**config.mk**
```make
export PLATFORM = sky130hd
export DESIGN_NAME = ultrasonic_presence_detector_top
export DESIGN_NICKNAME = d
export VERILOG_FILES = /design/src/rtl/uspd_pkg.sv /design/src/rtl/uspd_window.sv /design/src/rtl/uspd_decide.sv /design/src/rtl/ultrasonic_presence_detector_top.sv
export VERILOG_INCLUDE_DIRS = /design/src /design/src/rtl
export SDC_FILE = /design/constraint.sdc
export NUM_CORES = 1
export LEC_CHECK = 0
export BUFFER_PORTS_ARGS = -buffer_cell sky130_fd_sc_hd__buf_2
export CORE_ASPECT_RATIO = 1.1
export CORE_UTILIZATION = 60
export DETAILED_ROUTE_END_ITERATION = 16
export PLACE_DENSITY = 0.77
export SLEW_MARGIN = 20
export SYNTH_ARGS = -nofsm -noshare
export SYNTH_HDL_FRONTEND = slang
export SYNTH_HIERARCHICAL = 1
export SYNTH_SLANG_ARGS = --single-unit
```
**constraint.sdc**
```tcl
create_clock -name clk -period 10.5 [get_ports clk]
set_input_delay 2.1 -clock clk [delete_from_list [all_inputs] [get_ports clk]]
set_output_delay 2.1 -clock clk [all_outputs]
set_load 0.01 [all_outputs]
```
**src/rtl/ultrasonic_presence_detector_top_macros.svh**
```systemverilog
// Assertion macros for the ultrasonic presence detector.
// Used by ultrasonic_presence_detector_top; expects clk and rst_n in scope.
`ifndef ULTRASONIC_PRESENCE_DETECTOR_TOP_MACROS_SVH
`define ULTRASONIC_PRESENCE_DETECTOR_TOP_MACROS_SVH

// same-cycle implication
`define USPD_ASSERT_IMPL(lbl, ante, cons, msg) \
  lbl: assert property (@(posedge clk) disable iff (!rst_n) (ante) |-> (cons)) else $error(msg);

// next-cycle implication
`define USPD_ASSERT_NEXT(lbl, ante, cons, msg) \
  lbl: assert property (@(posedge clk) disable iff (!rst_n) (ante) |=> (cons)) else $error(msg);

// implication after a fixed number of cycles
`define USPD_ASSERT_DLY(lbl, ante, n, cons, msg) \
  lbl: assert property (@(posedge clk) disable iff (!rst_n) (ante) |-> ##n (cons)) else $error(msg);

`endif

```
**src/rtl/uspd_pkg.sv**
```systemverilog
// Shared types and constants of the ultrasonic presence detector.
// No dependencies; imported by every module of the block.
package uspd_pkg;

  localparam int DIST_W    = 12;
  localparam int PCT_W     = 7;
  localparam int MODE_W    = 3;
  localparam int CFG_IDX_W = 3;
  localparam int CFG_DATA_W = 12;
  localparam int IN_TDATA_W  = 16;
  localparam int OUT_TDATA_W = 16;

  localparam int WINDOW_LEN_DEF     = 16;
  localparam int WARMUP_SAMPLES_DEF = 100;

  // reference * percent, and its division by 100 through a reciprocal
  localparam int PROD_W       = DIST_W + PCT_W;
  localparam int PCT_SCALE    = 100;
  localparam int PCT_RECIP_SH = 26;
  localparam int PCT_RECIP_W  = 20;
  localparam logic [PCT_RECIP_W-1:0] PCT_RECIP =
    PCT_RECIP_W'(((64'd1 << PCT_RECIP_SH) + PCT_SCALE - 1) / PCT_SCALE);
  localparam int DELTA_W =
    $clog2((((1 << DIST_W) - 1) * ((1 << PCT_W) - 1)) / PCT_SCALE + 1);
  localparam int BAND_W  = DELTA_W + 2;

  typedef enum logic [MODE_W-1:0] {
    MODE_BASIC,
    MODE_BASIC_AVG,
    MODE_SMART,
    MODE_SMART_AVG,
    MODE_PCT_BAND,
    MODE_CM_BAND
  } mode_t;

  typedef enum logic [CFG_IDX_W-1:0] {
    CFG_DETECT_MODE,
    CFG_THRESHOLD,
    CFG_NORMAL_DIST,
    CFG_REFERENCE_DIST,
    CFG_DEVIATION_PCT,
    CFG_DEVIATION_ABS
  } cfg_idx_t;

  typedef struct packed {
    logic [MODE_W-1:0] detect_mode;
    logic [DIST_W-1:0] threshold;
    logic [DIST_W-1:0] normal_distance;
    logic [DIST_W-1:0] reference_distance;
    logic [PCT_W-1:0]  deviation_pct;
    logic [DIST_W-1:0] deviation_abs;
  } cfg_regs_t;

  localparam cfg_regs_t CFG_RESET = '{
    detect_mode:        3'd0,
    threshold:          12'd0,
    normal_distance:    12'd4095,
    reference_distance: 12'd0,
    deviation_pct:      7'd10,
    deviation_abs:      12'd0
  };

endpackage

```
**src/rtl/uspd_window.sv**
```systemverilog
// Sample window, running sum and warm-up counter of the presence detector.
// Depends on uspd_pkg. Window memory is prefetched at the oldest slot.
module uspd_window import uspd_pkg::*; #(
  parameter int WINDOW_LEN     = WINDOW_LEN_DEF,
  parameter int WARMUP_SAMPLES = WARMUP_SAMPLES_DEF
) (
  input  logic                                  clk,
  input  logic                                  rst_n,
  input  logic                                  push,
  input  logic [DIST_W-1:0]                     sample,
  output logic [DIST_W+$clog2(WINDOW_LEN)-1:0]  sum,
  output logic                                  item_ready
);

  localparam int SLOT_W = (WINDOW_LEN > 1) ? $clog2(WINDOW_LEN) : 1;
  localparam int SUM_W  = DIST_W + $clog2(WINDOW_LEN);
  localparam int WU_W   = (WARMUP_SAMPLES > 0) ? $clog2(WARMUP_SAMPLES + 1) : 1;

  logic [DIST_W-1:0] mem [WINDOW_LEN];
  logic [DIST_W-1:0] rd_data_r;
  logic [SLOT_W-1:0] slot_r;
  logic [SLOT_W-1:0] slot_inc;
  logic [SLOT_W-1:0] rd_addr;
  logic              filled_r;
  logic [SUM_W-1:0]  sum_r;
  logic [SUM_W-1:0]  sum_nxt;
  logic [DIST_W-1:0] oldest;
  logic [WU_W-1:0]   wu_cnt_r;
  logic              warm_done;
  logic              item_ready_r;

  assign slot_inc  = (slot_r == SLOT_W'(WINDOW_LEN - 1)) ? '0 : slot_r + 1'b1;
  // entries not yet written in the first pass read as zero
  assign oldest    = filled_r ? rd_data_r : '0;
  assign sum_nxt   = sum_r - SUM_W'(oldest) + SUM_W'(sample);
  assign rd_addr   = push ? slot_inc : slot_r;
  assign warm_done = (wu_cnt_r >= WU_W'(WARMUP_SAMPLES));

  always_ff @(posedge clk) begin
    if (push) begin
      mem[slot_r] <= sample;
    end
    // forward the beat being written when the next slot is the same entry
    if (push && (rd_addr == slot_r)) begin
      rd_data_r <= sample;
    end else begin
      rd_data_r <= mem[rd_addr];
    end
  end

  always_ff @(posedge clk) begin
    if (!rst_n) begin
      slot_r       <= '0;
      filled_r     <= 1'b0;
      sum_r        <= '0;
      wu_cnt_r     <= '0;
      item_ready_r <= 1'b0;
    end else if (push) begin
      slot_r       <= slot_inc;
      sum_r        <= sum_nxt;
      item_ready_r <= warm_done;
      if (slot_r == SLOT_W'(WINDOW_LEN - 1)) begin
        filled_r <= 1'b1;
      end
      if (!warm_done) begin
        wu_cnt_r <= wu_cnt_r + 1'b1;
      end
    end
  end

  assign sum        = sum_r;
  assign item_ready = item_ready_r;

endmodule

```
**src/rtl/uspd_decide.sv**
```systemverilog
// Detection decision of the presence detector: threshold and band checks.
// Depends on uspd_pkg; purely combinational.
module uspd_decide import uspd_pkg::*; (
  input  cfg_regs_t            cfg,
  input  logic [DIST_W-1:0]    raw,
  input  logic [DIST_W-1:0]    avg,
  input  logic [DELTA_W-1:0]   pct_delta,
  output logic                 detected
);

  logic [DELTA_W-1:0]       delta;
  logic signed [BAND_W-1:0] ref_s;
  logic signed [BAND_W-1:0] delta_s;
  logic signed [BAND_W-1:0] avg_s;
  logic signed [BAND_W-1:0] lo_s;
  logic signed [BAND_W-1:0] hi_s;
  logic                     outside;

  always_comb begin
    delta = (mode_t'(cfg.detect_mode) == MODE_CM_BAND) ? DELTA_W'(cfg.deviation_abs)
                                                       : pct_delta;
    ref_s   = $signed(BAND_W'(cfg.reference_distance));
    delta_s = $signed(BAND_W'(delta));
    avg_s   = $signed(BAND_W'(avg));
    // bounds are signed: a lower bound below zero never trips
    lo_s    = ref_s - delta_s;
    hi_s    = ref_s + delta_s;
    outside = (avg_s < lo_s) || (avg_s > hi_s) || (avg > cfg.normal_distance);
  end

  always_comb begin
    case (mode_t'(cfg.detect_mode))
      MODE_BASIC:     detected = (cfg.threshold < raw);
      MODE_BASIC_AVG: detected = (cfg.threshold < avg);
      MODE_SMART:     detected = (cfg.threshold < raw) || (raw > cfg.normal_distance);
      MODE_SMART_AVG: detected = (cfg.threshold < avg) || (avg > cfg.normal_distance);
      MODE_PCT_BAND:  detected = outside;
      MODE_CM_BAND:   detected = outside;
      default:        detected = 1'b0;
    endcase
  end

endmodule

```
**src/rtl/ultrasonic_presence_detector_top.sv**
```systemverilog
// Top level of the ultrasonic presence detector: config registers and pipeline.
// Depends on uspd_pkg, uspd_window, uspd_decide and the assertion macro header.
//
// Usage:
//   in_*   : one distance sample per beat, in_tdata[11:0] = distance_cm.
//   out_*  : one result per sample, in order. out_tdata[0] = detected,
//            out_tdata[12:1] = average_cm, out_tuser = ready_res.
//   cfg_*  : register write when cfg_we is high; cfg_index selects the register
//            (mode, threshold, normal distance, reference, percent, cm band).
// The path from input beat to result beat runs through the registered stages in
// order: the window update and reference product, the two reciprocal multiplies
// (average and percent band), then the decision into the output register. One
// sample is taken every cycle while in_tready is high; the running-sum update sets that rate.
// The first WARMUP_SAMPLES results carry ready_res low and detected low.
// Reset clears the window (it reads as zero until first written), the sum,
// the warm-up count and the registers to their defaults. When the receiver
// stalls, the output register holds its beat and the earlier stages keep
// filling; in_tready falls only when every stage is occupied.
`include "ultrasonic_presence_detector_top_macros.svh"

module ultrasonic_presence_detector_top import uspd_pkg::*; #(
  parameter int WINDOW_LEN     = WINDOW_LEN_DEF,
  parameter int WARMUP_SAMPLES = WARMUP_SAMPLES_DEF
) (
  input  logic                   clk,
  input  logic                   rst_n,
  input  logic                   in_tvalid,
  output logic                   in_tready,
  input  logic [IN_TDATA_W-1:0]  in_tdata,    // [11:0] distance_cm
  output logic                   out_tvalid,
  input  logic                   out_tready,
  output logic [OUT_TDATA_W-1:0] out_tdata,   // [0] detected, [12:1] average_cm
  output logic                   out_tuser,   // [0] ready_res
  input  logic                   cfg_we,
  input  logic [CFG_IDX_W-1:0]   cfg_index,
  input  logic [CFG_DATA_W-1:0]  cfg_wdata
);

  localparam int SUM_W      = DIST_W + $clog2(WINDOW_LEN);
  localparam int AVG_SH     = SUM_W + $clog2(WINDOW_LEN);
  localparam int AVG_K_W    = SUM_W + 1;
  localparam int AVG_PROD_W = SUM_W + AVG_K_W;
  localparam logic [AVG_K_W-1:0] AVG_K =
    AVG_K_W'(((64'd1 << AVG_SH) + WINDOW_LEN - 1) / WINDOW_LEN);
  localparam int PCT_PROD_W = PROD_W + PCT_RECIP_W;

  cfg_regs_t cfg_r;

  logic in_accept;
  logic rdy_o, rdy3, rdy2;
  logic mv23, mv3o;

  // stage 2: window state plus the sample and reference product
  logic               v2_r;
  logic [DIST_W-1:0]  raw2_r;
  logic [PROD_W-1:0]  prod2_r;
  logic [PROD_W-1:0]  prod_nxt;
  logic [SUM_W-1:0]   win_sum;
  logic               win_ready;

  // stage 3: average and percent band width
  logic                  v3_r;
  logic [DIST_W-1:0]     raw3_r;
  logic [DIST_W-1:0]     avg3_r;
  logic [DELTA_W-1:0]    delta3_r;
  logic                  ready3_r;
  logic [AVG_PROD_W-1:0] avg_prod;
  logic [PCT_PROD_W-1:0] pct_prod;

  // output register
  logic              vo_r;
  logic              det_r;
  logic              rdy_res_r;
  logic [DIST_W-1:0] avg_r;
  logic              decision;

  assign rdy_o     = !vo_r || out_tready;
  assign rdy3      = !v3_r || rdy_o;
  assign rdy2      = !v2_r || rdy3;
  assign in_tready = rdy2;
  assign in_accept = in_tvalid && in_tready;
  assign mv23      = v2_r && rdy3;
  assign mv3o      = v3_r && rdy_o;

  assign prod_nxt = PROD_W'(cfg_r.reference_distance) * PROD_W'(cfg_r.deviation_pct);
  assign avg_prod = AVG_PROD_W'(win_sum) * AVG_PROD_W'(AVG_K);
  assign pct_prod = PCT_PROD_W'(prod2_r) * PCT_PROD_W'(PCT_RECIP);

  uspd_window #(
    .WINDOW_LEN     (WINDOW_LEN),
    .WARMUP_SAMPLES (WARMUP_SAMPLES)
  ) u_window (
    .clk        (clk),
    .rst_n      (rst_n),
    .push       (in_accept),
    .sample     (in_tdata[DIST_W-1:0]),
    .sum        (win_sum),
    .item_ready (win_ready)
  );

  uspd_decide u_decide (
    .cfg       (cfg_r),
    .raw       (raw3_r),
    .avg       (avg3_r),
    .pct_delta (delta3_r),
    .detected  (decision)
  );

  always_ff @(posedge clk) begin
    if (!rst_n) begin
      cfg_r <= CFG_RESET;
    end else if (cfg_we) begin
      case (cfg_idx_t'(cfg_index))
        CFG_DETECT_MODE:    cfg_r.detect_mode        <= cfg_wdata[MODE_W-1:0];
        CFG_THRESHOLD:      cfg_r.threshold          <= cfg_wdata[DIST_W-1:0];
        CFG_NORMAL_DIST:    cfg_r.normal_distance    <= cfg_wdata[DIST_W-1:0];
        CFG_REFERENCE_DIST: cfg_r.reference_distance <= cfg_wdata[DIST_W-1:0];
        CFG_DEVIATION_PCT:  cfg_r.deviation_pct      <= cfg_wdata[PCT_W-1:0];
        CFG_DEVIATION_ABS:  cfg_r.deviation_abs      <= cfg_wdata[DIST_W-1:0];
        default: ;
      endcase
    end
  end

  always_ff @(posedge clk) begin
    if (!rst_n) begin
      v2_r <= 1'b0;
      v3_r <= 1'b0;
      vo_r <= 1'b0;
    end else begin
      if (rdy2) begin
        v2_r <= in_accept;
      end
      if (rdy3) begin
        v3_r <= v2_r;
      end
      if (rdy_o) begin
        vo_r <= v3_r;
      end
    end
  end

  always_ff @(posedge clk) begin
    if (in_accept) begin
      raw2_r  <= in_tdata[DIST_W-1:0];
      prod2_r <= prod_nxt;
    end
    if (mv23) begin
      raw3_r   <= raw2_r;
      avg3_r   <= avg_prod[AVG_SH +: DIST_W];
      delta3_r <= pct_prod[PCT_RECIP_SH +: DELTA_W];
      ready3_r <= win_ready;
    end
    if (mv3o) begin
      // drop the detection during warm-up
      det_r     <= ready3_r && decision;
      rdy_res_r <= ready3_r;
      avg_r     <= avg3_r;
    end
  end

  assign out_tvalid = vo_r;
  assign out_tdata  = {(OUT_TDATA_W - DIST_W - 1)'(0), avg_r, det_r};
  assign out_tuser  = rdy_res_r;

  `USPD_ASSERT_DLY(a_fill_latency, in_accept && !v2_r && !v3_r && !vo_r, 3, out_tvalid, "result missing three cycles after beat into empty pipeline")
  `USPD_ASSERT_IMPL(a_warmup_quiet, out_tvalid && !out_tuser, !out_tdata[0], "detection flagged during warm-up")
  `USPD_ASSERT_IMPL(a_out_from_stage3, $rose(vo_r), $past(v3_r), "output beat appeared without a stage-3 item")
  `USPD_ASSERT_NEXT(a_warm_sticky, win_ready, win_ready, "warm-up state fell back")

endmodule

```
==> impl_metrics.tcl, run 1 <==
set metrics [dict create \
    tritoncts_clock_tree "done" \
    finalClockSkew_ps 14.8 \
    reg2reg_depth 19 \
    hold_class "flop to flop" \
    max_slew_margin_vs_limit_pct 29.5 \
    die_x_um 205 \
    worstSkewPairLatency_ps 570 \
    met3RoutedLength_um 3100 \
    regArea_um2 10300 \
    p_clk_share_pct 25.0 \
    ff2ff_setup_slack_ps 4330 \
    synth_top_cells_by_count "sky130_fd_sc_hd__inv_1, sky130_fd_sc_hd__ha_1, sky130_fd_sc_hd__edfxtp_1, sky130_fd_sc_hd__nand2_1" \
    power_frac_seq_pct 31.5 \
    number_of_buffers_created_by_cts 41 \
    final_antenna_net_count 0 \
    nNetsFinal 3033 \
    number_of_iterations_in_the_first_detailed_routing_pass 8 \
    cts.hold.buffers_added 0 \
    timing.final.crit_period_ps 6170 \
    area_growth_syn_to_layout_pct 8.08 \
    global_route_wire_length_before_repair_um 93300 \
    syn_area_um2 27100 \
    asyncSetResetFlopFracSynth_pct 0 \
    grt_max_degree 77 \
    fp.dieH_um 225 \
    setup_viol 0 \
    rsz0062_at_grt "no" \
    synth.yosys.warnings 6 \
    hpwl_after_detailed_placement_um 43000 \
    synth.largest_area_cell "sky130_fd_sc_hd__edfxtp_1" \
    setup.worst_path.start_class "flop" \
    critical_path_peak_fanout 9 \
    synth_area_leaders "sky130_fd_sc_hd__edfxtp_1, sky130_fd_sc_hd__ha_1, sky130_fd_sc_hd__fa_1" \
    synthCells 2455 \
    vdd_ir_drop_max_v 0.000202 \
    crit_required_ps 10810 \
    multi_input_gate_area_in_the_final_layout_um2 14900 \
    setup-tns-final_ps 0 \
    run_status "finished, final reports clean" \
    floorplan.initialDensity_pct 60.8 \
    ys.flop_type "sky130_fd_sc_hd__edfxtp_1" \
    core_area_um2 44500 \
    highest_layer "met4" \
    buffer_ports.inserted 47 \
    cts.sinks 377 \
    postSynthAreaPerCell_um2 11.0 \
    gpl_congestion 0.959 \
    route.met2.wl_um 28700 \
    worst_setup_slack_after_placement_ps 4420 \
    seq_area_frac_synth_pct 38.1 \
    postSynthRegisterBits 377 \
    powerDensity_nw_per_um2 194 \
    final.setup.worst_slack_ps 4330 \
    tightestPinTransition_ps 1050 \
    setup.worst_path.class "flop to flop" \
    grt_use_total_pct 26.0 \
    post_cts_resize_count 0 \
    timing.critical_path.arrival_ps 6480 \
    wirelength_um 57200 \
    cellInternalPower_mw 3.57 \
    final_max_slew_viol_count 0 \
    cellLeakagePower_nw 13.9 \
    cts.htree.levels 2 \
    floorplan.rows 81 \
    clock.fmax_mhz 162 \
    met1_length_um 23700 \
    synth_most_common_cell "sky130_fd_sc_hd__inv_1" \
    max_cap_violations 0 \
    post_cts_buffers 0 \
    initial_antenna_violation_count 0 \
    worst_setup_ep_type "flop" \
    final-instance-count-excl-fill 3104 \
    die_area_um2 46000 \
    synthDominantCellAreaShare_pct 30.5 \
    initialDrtViolationCount 1105 \
    post_synth_num_cell_types 78 \
    grt_pass1_vias 18400 \
    place.detailed.instances 3027 \
    endpoint "delta3_r[9]$_DFFE_PP_" \
    critical_path.reg2reg.startpoint "prod2_r[8]$_DFFE_PP_" \
    layout.filler_cells 3354 \
    cts_max_path_buffers 3 \
    hold_path.startpoint "raw2_r[4]$_DFFE_PP_" \
    wl_per_cell_um 18.4 \
    final_period_utilization_pct 58.8 \
    comb_power_share_pct 43.5 \
    drive_above_1_share_pct 7.34 \
    power.share.switching_pct 37.1 \
    routed_via_density 5.68 \
    synth-edff-count 275 \
    finalHoldViolations 0 \
    overflow_left_after_global_routing 0 \
    cts-root-buf "sky130_fd_sc_hd__clkbuf_16" \
    path_clk_slew_ps 60 \
    num_io_pins 55 \
    reg2reg_to "delta3_r[9]$_DFFE_PP_" \
    switchingPower_mw 2.10 \
    route.detailed.drc 0 \
    route.vias.total 17600 \
    worst_setup_path_startpoint "prod2_r[8]$_DFFE_PP_" \
]
==> state kept, by name, summed over array words and instances, names as in the netlist, 4 cells and up <==
signal,cells
raw3_r,12
cfg_r,58
avg3_r,12
prod2_r,19
u_window/slot_r,4
u_window/mem,192
delta3_r,13
u_window/rd_data_r,12
raw2_r,12
avg_r,12
u_window/wu_cnt_r,7
u_window/sum,16
==> per-layer routing <==
layer / vias up / track usage [%]
li1: 8361 / -
met4: 0 / 7.99
met5: - / 0
met1: 8654 / 32.8
met3: 119 / 3.96
met2: 485 / 45.7
==> critical path: stages, from the launching register on <==
cell and delay, ps:
sky130_fd_sc_hd__edfxtp_1 630, sky130_fd_sc_hd__fa_1 640, sky130_fd_sc_hd__inv_1 90, sky130_fd_sc_hd__fa_1 530, sky130_fd_sc_hd__fa_1 540, sky130_fd_sc_hd__inv_1 50, sky130_fd_sc_hd__fa_1 480, sky130_fd_sc_hd__fa_1 550
sky130_fd_sc_hd__inv_1 50, sky130_fd_sc_hd__fa_1 540, sky130_fd_sc_hd__inv_1 70, sky130_fd_sc_hd__ha_1 350, sky130_fd_sc_hd__o21ai_1 80, sky130_fd_sc_hd__o21ai_0 170, sky130_fd_sc_hd__o211ai_1 160, sky130_fd_sc_hd__a21oi_2 160
sky130_fd_sc_hd__nand2_2 130, sky130_fd_sc_hd__o311ai_4 440, sky130_fd_sc_hd__a21oi_2 110, sky130_fd_sc_hd__xnor2_1 150
==> how the worst min path moves through the flow <==
stage	slack [ps]	cells past startpoint	endpoint
3_5_place_dp	410	0	raw3_r[3]$_DFFE_PP_
2_1_floorplan	400	0	raw3_r[0]$_DFFE_PP_
4_1_cts	420	0	raw3_r[3]$_DFFE_PP_
3_3_place_gp	410	0	raw3_r[10]$_DFFE_PP_
6_report	420	0	raw3_r[4]$_DFFE_PP_
5_1_grt	430	0	raw3_r[4]$_DFFE_PP_
==> cells in the final DEF, fill, tap and decap left out, types with 16 or more instances in the layout <==
| cell type | instances |
|---|---|
| sky130_fd_sc_hd__o211ai_1 | 16 |
| sky130_fd_sc_hd__nand4_1 | 20 |
| sky130_fd_sc_hd__a21o_1 | 23 |
| sky130_fd_sc_hd__nor2b_1 | 22 |
| sky130_fd_sc_hd__xnor2_1 | 39 |
| sky130_fd_sc_hd__ha_1 | 319 |
| sky130_fd_sc_hd__inv_1 | 432 |
| sky130_fd_sc_hd__nand2_1 | 219 |
| sky130_fd_sc_hd__fa_1 | 188 |
| sky130_fd_sc_hd__a21oi_1 | 79 |
| sky130_fd_sc_hd__buf_2 | 47 |
| sky130_fd_sc_hd__nand3_1 | 39 |
| sky130_fd_sc_hd__clkbuf_16 | 42 |
| sky130_fd_sc_hd__and2_1 | 45 |
| sky130_fd_sc_hd__dfxtp_1 | 102 |
| sky130_fd_sc_hd__xor2_1 | 17 |
| sky130_fd_sc_hd__edfxtp_1 | 275 |
| sky130_fd_sc_hd__a21boi_0 | 44 |
| sky130_fd_sc_hd__o21ai_0 | 42 |
| sky130_fd_sc_hd__nor2_1 | 73 |
| sky130_fd_sc_hd__mux2i_1 | 187 |
| sky130_fd_sc_hd__a211oi_1 | 17 |
==> cell type report <==
cell class,count,share of cell area (%)
antenna,1,0.00855
clock buffer,53,3.80
clock inverter,22,0.753
inverter,433,5.56
multi-input combinational,1574,50.9
sequential,377,35.2
tap,581,2.49
timing repair buffer,63,1.28
==> per-stage QoR <==
stage	power (mW)	hold slack, ps	util, %	cell area, um^2
after floorplan	3.68	400	-	27100
after global placement	4.19	407	62.6	27900
after detailed placement	4.26	408	62.7	27900
after CTS	5.69	421	65.7	29200
after global routing	6.12	430	65.7	29200
final	5.67	416	65.7	29300
==> power groups by stage <==
stage                     sequential, mW  clock (mW)  combinational [mW]
after floorplan                     1.78           0                1.90
after global placement              1.81           0                2.38
after detailed placement            1.82           0                2.44
after CTS                           1.78        1.44                2.47
after global routing                1.79        1.50                2.83
final                               1.79        1.42                2.47
==> kinds of logic after synthesis <==
logic type	count (synthesis)	synth area share, %
adders and majority gates	507	28.7
buffers and inverters	506	7.31
other	1	0.0139
xor gates and xnor gates	57	1.87
and+or+nand+nor	501	8.73
DFF	377	38.1
muxes	202	7.54
AOI/OAI and AO/OA	304	7.83
Power figures use the tool's default switching activity.
==> inputs of run 2 (changes only) <==
- ABC_AREA: not set -> 1
- CORE_UTILIZATION: 60 -> 58
- clock period: 10.5 -> 5.3 ns (I/O delays scaled with it)
==> run 2 against run 1 <==
Effect of this change: the run now ends with setup timing left; critical endpoint is now delta3_r[10]$_DFFE_PP_; design area is 8.6% higher; first-iteration DRC count rose by 68%; hold slack is essentially flat; critical path type unchanged; global-route usage increased by 2.0 points; area after synthesis grew 5.5%; combinational power grew to 4.5 times the previous value.
==> impl_metrics.tcl, run 2 <==
set metrics [dict create \
    die_area_um2 50100 \
    timing.critical_path.arrival_ps 5630 \
    failed_checks "setup timing" \
    synth_top_cells_by_count "sky130_fd_sc_hd__nand2_1, sky130_fd_sc_hd__inv_1, sky130_fd_sc_hd__ha_1, sky130_fd_sc_hd__edfxtp_1, sky130_fd_sc_hd__nand3_1" \
    comb_power_share_pct 63.9 \
    routed_via_density 5.45 \
    num_io_pins 55 \
    final_period_utilization_pct 100 \
    gpl_congestion 0.946 \
    drive_above_1_share_pct 11.8 \
    regArea_um2 10300 \
    ys.flop_type "sky130_fd_sc_hd__edfxtp_1" \
    power.share.switching_pct 44.5 \
    clock.fmax_mhz 188 \
    ff2ff_setup_slack_ps -20 \
    cts-root-buf "sky130_fd_sc_hd__clkbuf_16" \
    final-instance-count-excl-fill 4044 \
    floorplan.initialDensity_pct 59.2 \
    layout.filler_cells 3775 \
    wirelength_um 69200 \
    timing.final.crit_period_ps 5320 \
    initialDrtViolationCount 1859 \
    largestRegisters "u_window/mem x192, cfg_r x58, prod2_r x19" \
    max_slew_margin_vs_limit_pct 27.3 \
    tightestPinTransition_ps 1090 \
    cellInternalPower_mw 9.75 \
    hpwl_after_detailed_placement_um 50600 \
    overflow_left_after_global_routing 0 \
    max_flop_register "u_window/mem" \
    cellLeakagePower_nw 15.9 \
    p_clk_share_pct 16.2 \
    buffer_ports.inserted 47 \
    worst_setup_ep_type "flop" \
    setup.worst_path.class "flop to flop" \
    cts_max_path_buffers 3 \
    grt_pass1_vias 22200 \
    route.vias.total 22000 \
    number_of_iterations_in_the_first_detailed_routing_pass 7 \
    tritoncts_clock_tree "done" \
    die_x_um 214 \
    cts.sinks 377 \
    synth-edff-count 275 \
    synth.largest_area_cell "sky130_fd_sc_hd__edfxtp_1" \
    place.detailed.instances 3941 \
    final.setup.worst_slack_ps -16.7 \
    initial_antenna_violation_count 0 \
    finalHoldViolations 0 \
    vdd_ir_drop_max_v 0.000810 \
    antennaDiodeCount 0 \
    setup.worst_path.start_class "flop" \
    holdWs_ps 416 \
    number_of_buffers_created_by_cts 41 \
    global_route_wire_length_before_repair_um 111000 \
    powerDensity_nw_per_um2 553 \
    synth.yosys.warnings 6 \
    postSynthRegisterBits 377 \
    mostFrequentLayoutCells "sky130_fd_sc_hd__nand2_1, sky130_fd_sc_hd__inv_1, sky130_fd_sc_hd__ha_1, sky130_fd_sc_hd__edfxtp_1, sky130_fd_sc_hd__nand3_1" \
    critical_path_peak_fanout 4 \
    power_frac_seq_pct 19.9 \
    wl_per_cell_um 17.1 \
    cts.hold.buffers_added 0 \
    synth_area_leaders "sky130_fd_sc_hd__edfxtp_1, sky130_fd_sc_hd__ha_1, sky130_fd_sc_hd__fa_1" \
    syn_area_um2 28500 \
    post_synth_num_cell_types 53 \
    final_area_um2 31800 \
    final_max_slew_viol_count 0 \
    most_common_library_cell_in_the_layout_ignoring_fill_and_taps "sky130_fd_sc_hd__nand2_1" \
    synth_most_common_cell "sky130_fd_sc_hd__nand2_1" \
    largest_reg_flops 192 \
    floorplan.rows 84 \
    area_growth_syn_to_layout_pct 11.3 \
    crit_required_ps 5620 \
    placement.cell_area_um2 29700 \
    asyncSetResetFlopFracSynth_pct 0 \
    grt_max_degree 98 \
    switchingPower_mw 7.82 \
    synthCells 3269 \
    setup_viol 1 \
    final_antenna_net_count 0 \
    route.detailed.drc 0 \
    fp.dieH_um 235 \
    finalClockSkew_ps 22.5 \
    run_status "complete, but fails checks" \
    seq_area_frac_synth_pct 36.1 \
    max_cap_violations 0 \
    grt_use_total_pct 27.9 \
    synthDominantCellAreaShare_pct 28.9 \
    path_clk_slew_ps 70 \
    worstSkewPairLatency_ps 570 \
    hold_class "flop to flop" \
    nNetsFinal 3909 \
    multi_input_gate_area_in_the_final_layout_um2 15800 \
    postSynthAreaPerCell_um2 8.73 \
    cts.htree.levels 2 \
    rsz0062_at_grt "yes" \
    core_area_um2 48200 \
]
[run 2: layout make-up]
class	count	share of cell area (%)
Timing Repair Buffer	151	3.28
Clock inverter	17	0.528
Inverter	657	7.78
Sequential cell	377	32.4
Tap cell	645	2.54
Clock buffer	59	3.64
Multi-Input combinational cell	2138	49.8
[run 2: power by group through the flow]
stage	combinational, mW	sequential [mW]	clock, mW
after CTS	9.35	3.49	2.87
after floorplan	5.85	3.51	0
final	11.2	3.49	2.84
after global placement	8.46	3.55	0
after global routing	12.4	3.50	2.98
after detailed placement	8.64	3.55	0
[run 2: worst paths after layout]
check | start | cells past startpoint | to
setup / recovery | prod2_r[10]$_DFFE_PP_ | 21 | delta3_r[10]$_DFFE_PP_
hold / removal | raw2_r[8]$_DFFE_PP_ | 0 | raw3_r[8]$_DFFE_PP_
setup reg to reg | prod2_r[10]$_DFFE_PP_ | 21 | delta3_r[10]$_DFFE_PP_
hold reg to reg | raw2_r[8]$_DFFE_PP_ | 0 | raw3_r[8]$_DFFE_PP_
[run 2: cell families after synthesis]
family	share of synthesized area, %
and+or+nand+nor	19.2
buffers and inverters	10.5
adders and majority gates	27.2
DFF	36.1
AOI/OAI and AO/OA	5.67
xor gates and xnor gates	1.32
other	0.0131
muxes	0.0394
[run 2: timing repair]
action / in CTS / in global routing
gates resized for setup: 30 / 114
endpoints found under the setup margin: 13 / 13
buffers inserted: 9 / 19
gates cloned: 0 / 0
pin swaps: 21 / 89
[run 2: critical path, stage by stage, from the launching register on]
cell and delay [ps]:
sky130_fd_sc_hd__edfxtp_1 450, sky130_fd_sc_hd__buf_6 150, sky130_fd_sc_hd__fa_2 590, sky130_fd_sc_hd__fa_2 460, sky130_fd_sc_hd__fa_2 590, sky130_fd_sc_hd__fa_2 460
sky130_fd_sc_hd__fa_1 600, sky130_fd_sc_hd__inv_2 50, sky130_fd_sc_hd__fa_1 390, sky130_fd_sc_hd__inv_2 80, sky130_fd_sc_hd__ha_4 200, sky130_fd_sc_hd__buf_4 140
sky130_fd_sc_hd__nand2_4 90, sky130_fd_sc_hd__nor2_4 50, sky130_fd_sc_hd__nand2_4 90, sky130_fd_sc_hd__o21ai_2 70, sky130_fd_sc_hd__a21oi_2 150, sky130_fd_sc_hd__nor2_1 80
sky130_fd_sc_hd__nor2_1 180, sky130_fd_sc_hd__nand2_1 80, sky130_fd_sc_hd__nand2_1 60, sky130_fd_sc_hd__nand2_1 50
[run 2: per-layer routing]
| layer | track usage, % | wire (um) | up-vias | share of wire (%) |
|---|---|---|---|---|
| li1 | - | - | 10600 | - |
| met5 | 0 | 0 | - | 0 |
| met1 | 35.2 | 28100 | 10600 | 41 |
| met3 | 3.03 | 3570 | 160 | 5.2 |
| met4 | 9.63 | 2210 | 0 | 3.2 |
| met2 | 49.3 | 35300 | 748 | 51 |
[run 2: per-stage QoR]
stage | total power, mW | setup TNS (ps) | worst slack (ps) | util (%)
3_3_place_gp | 12.0 | -764 | -123 | 61.5
5_1_grt | 18.8 | -1530 | -165 | 65.9
4_1_cts | 15.7 | 0 | 1.31 | 64.7
6_report | 17.6 | -16.7 | -16.7 | 65.9
3_5_place_dp | 12.2 | -1270 | -158 | 61.5
2_1_floorplan | 9.36 | 0 | 44.0 | -
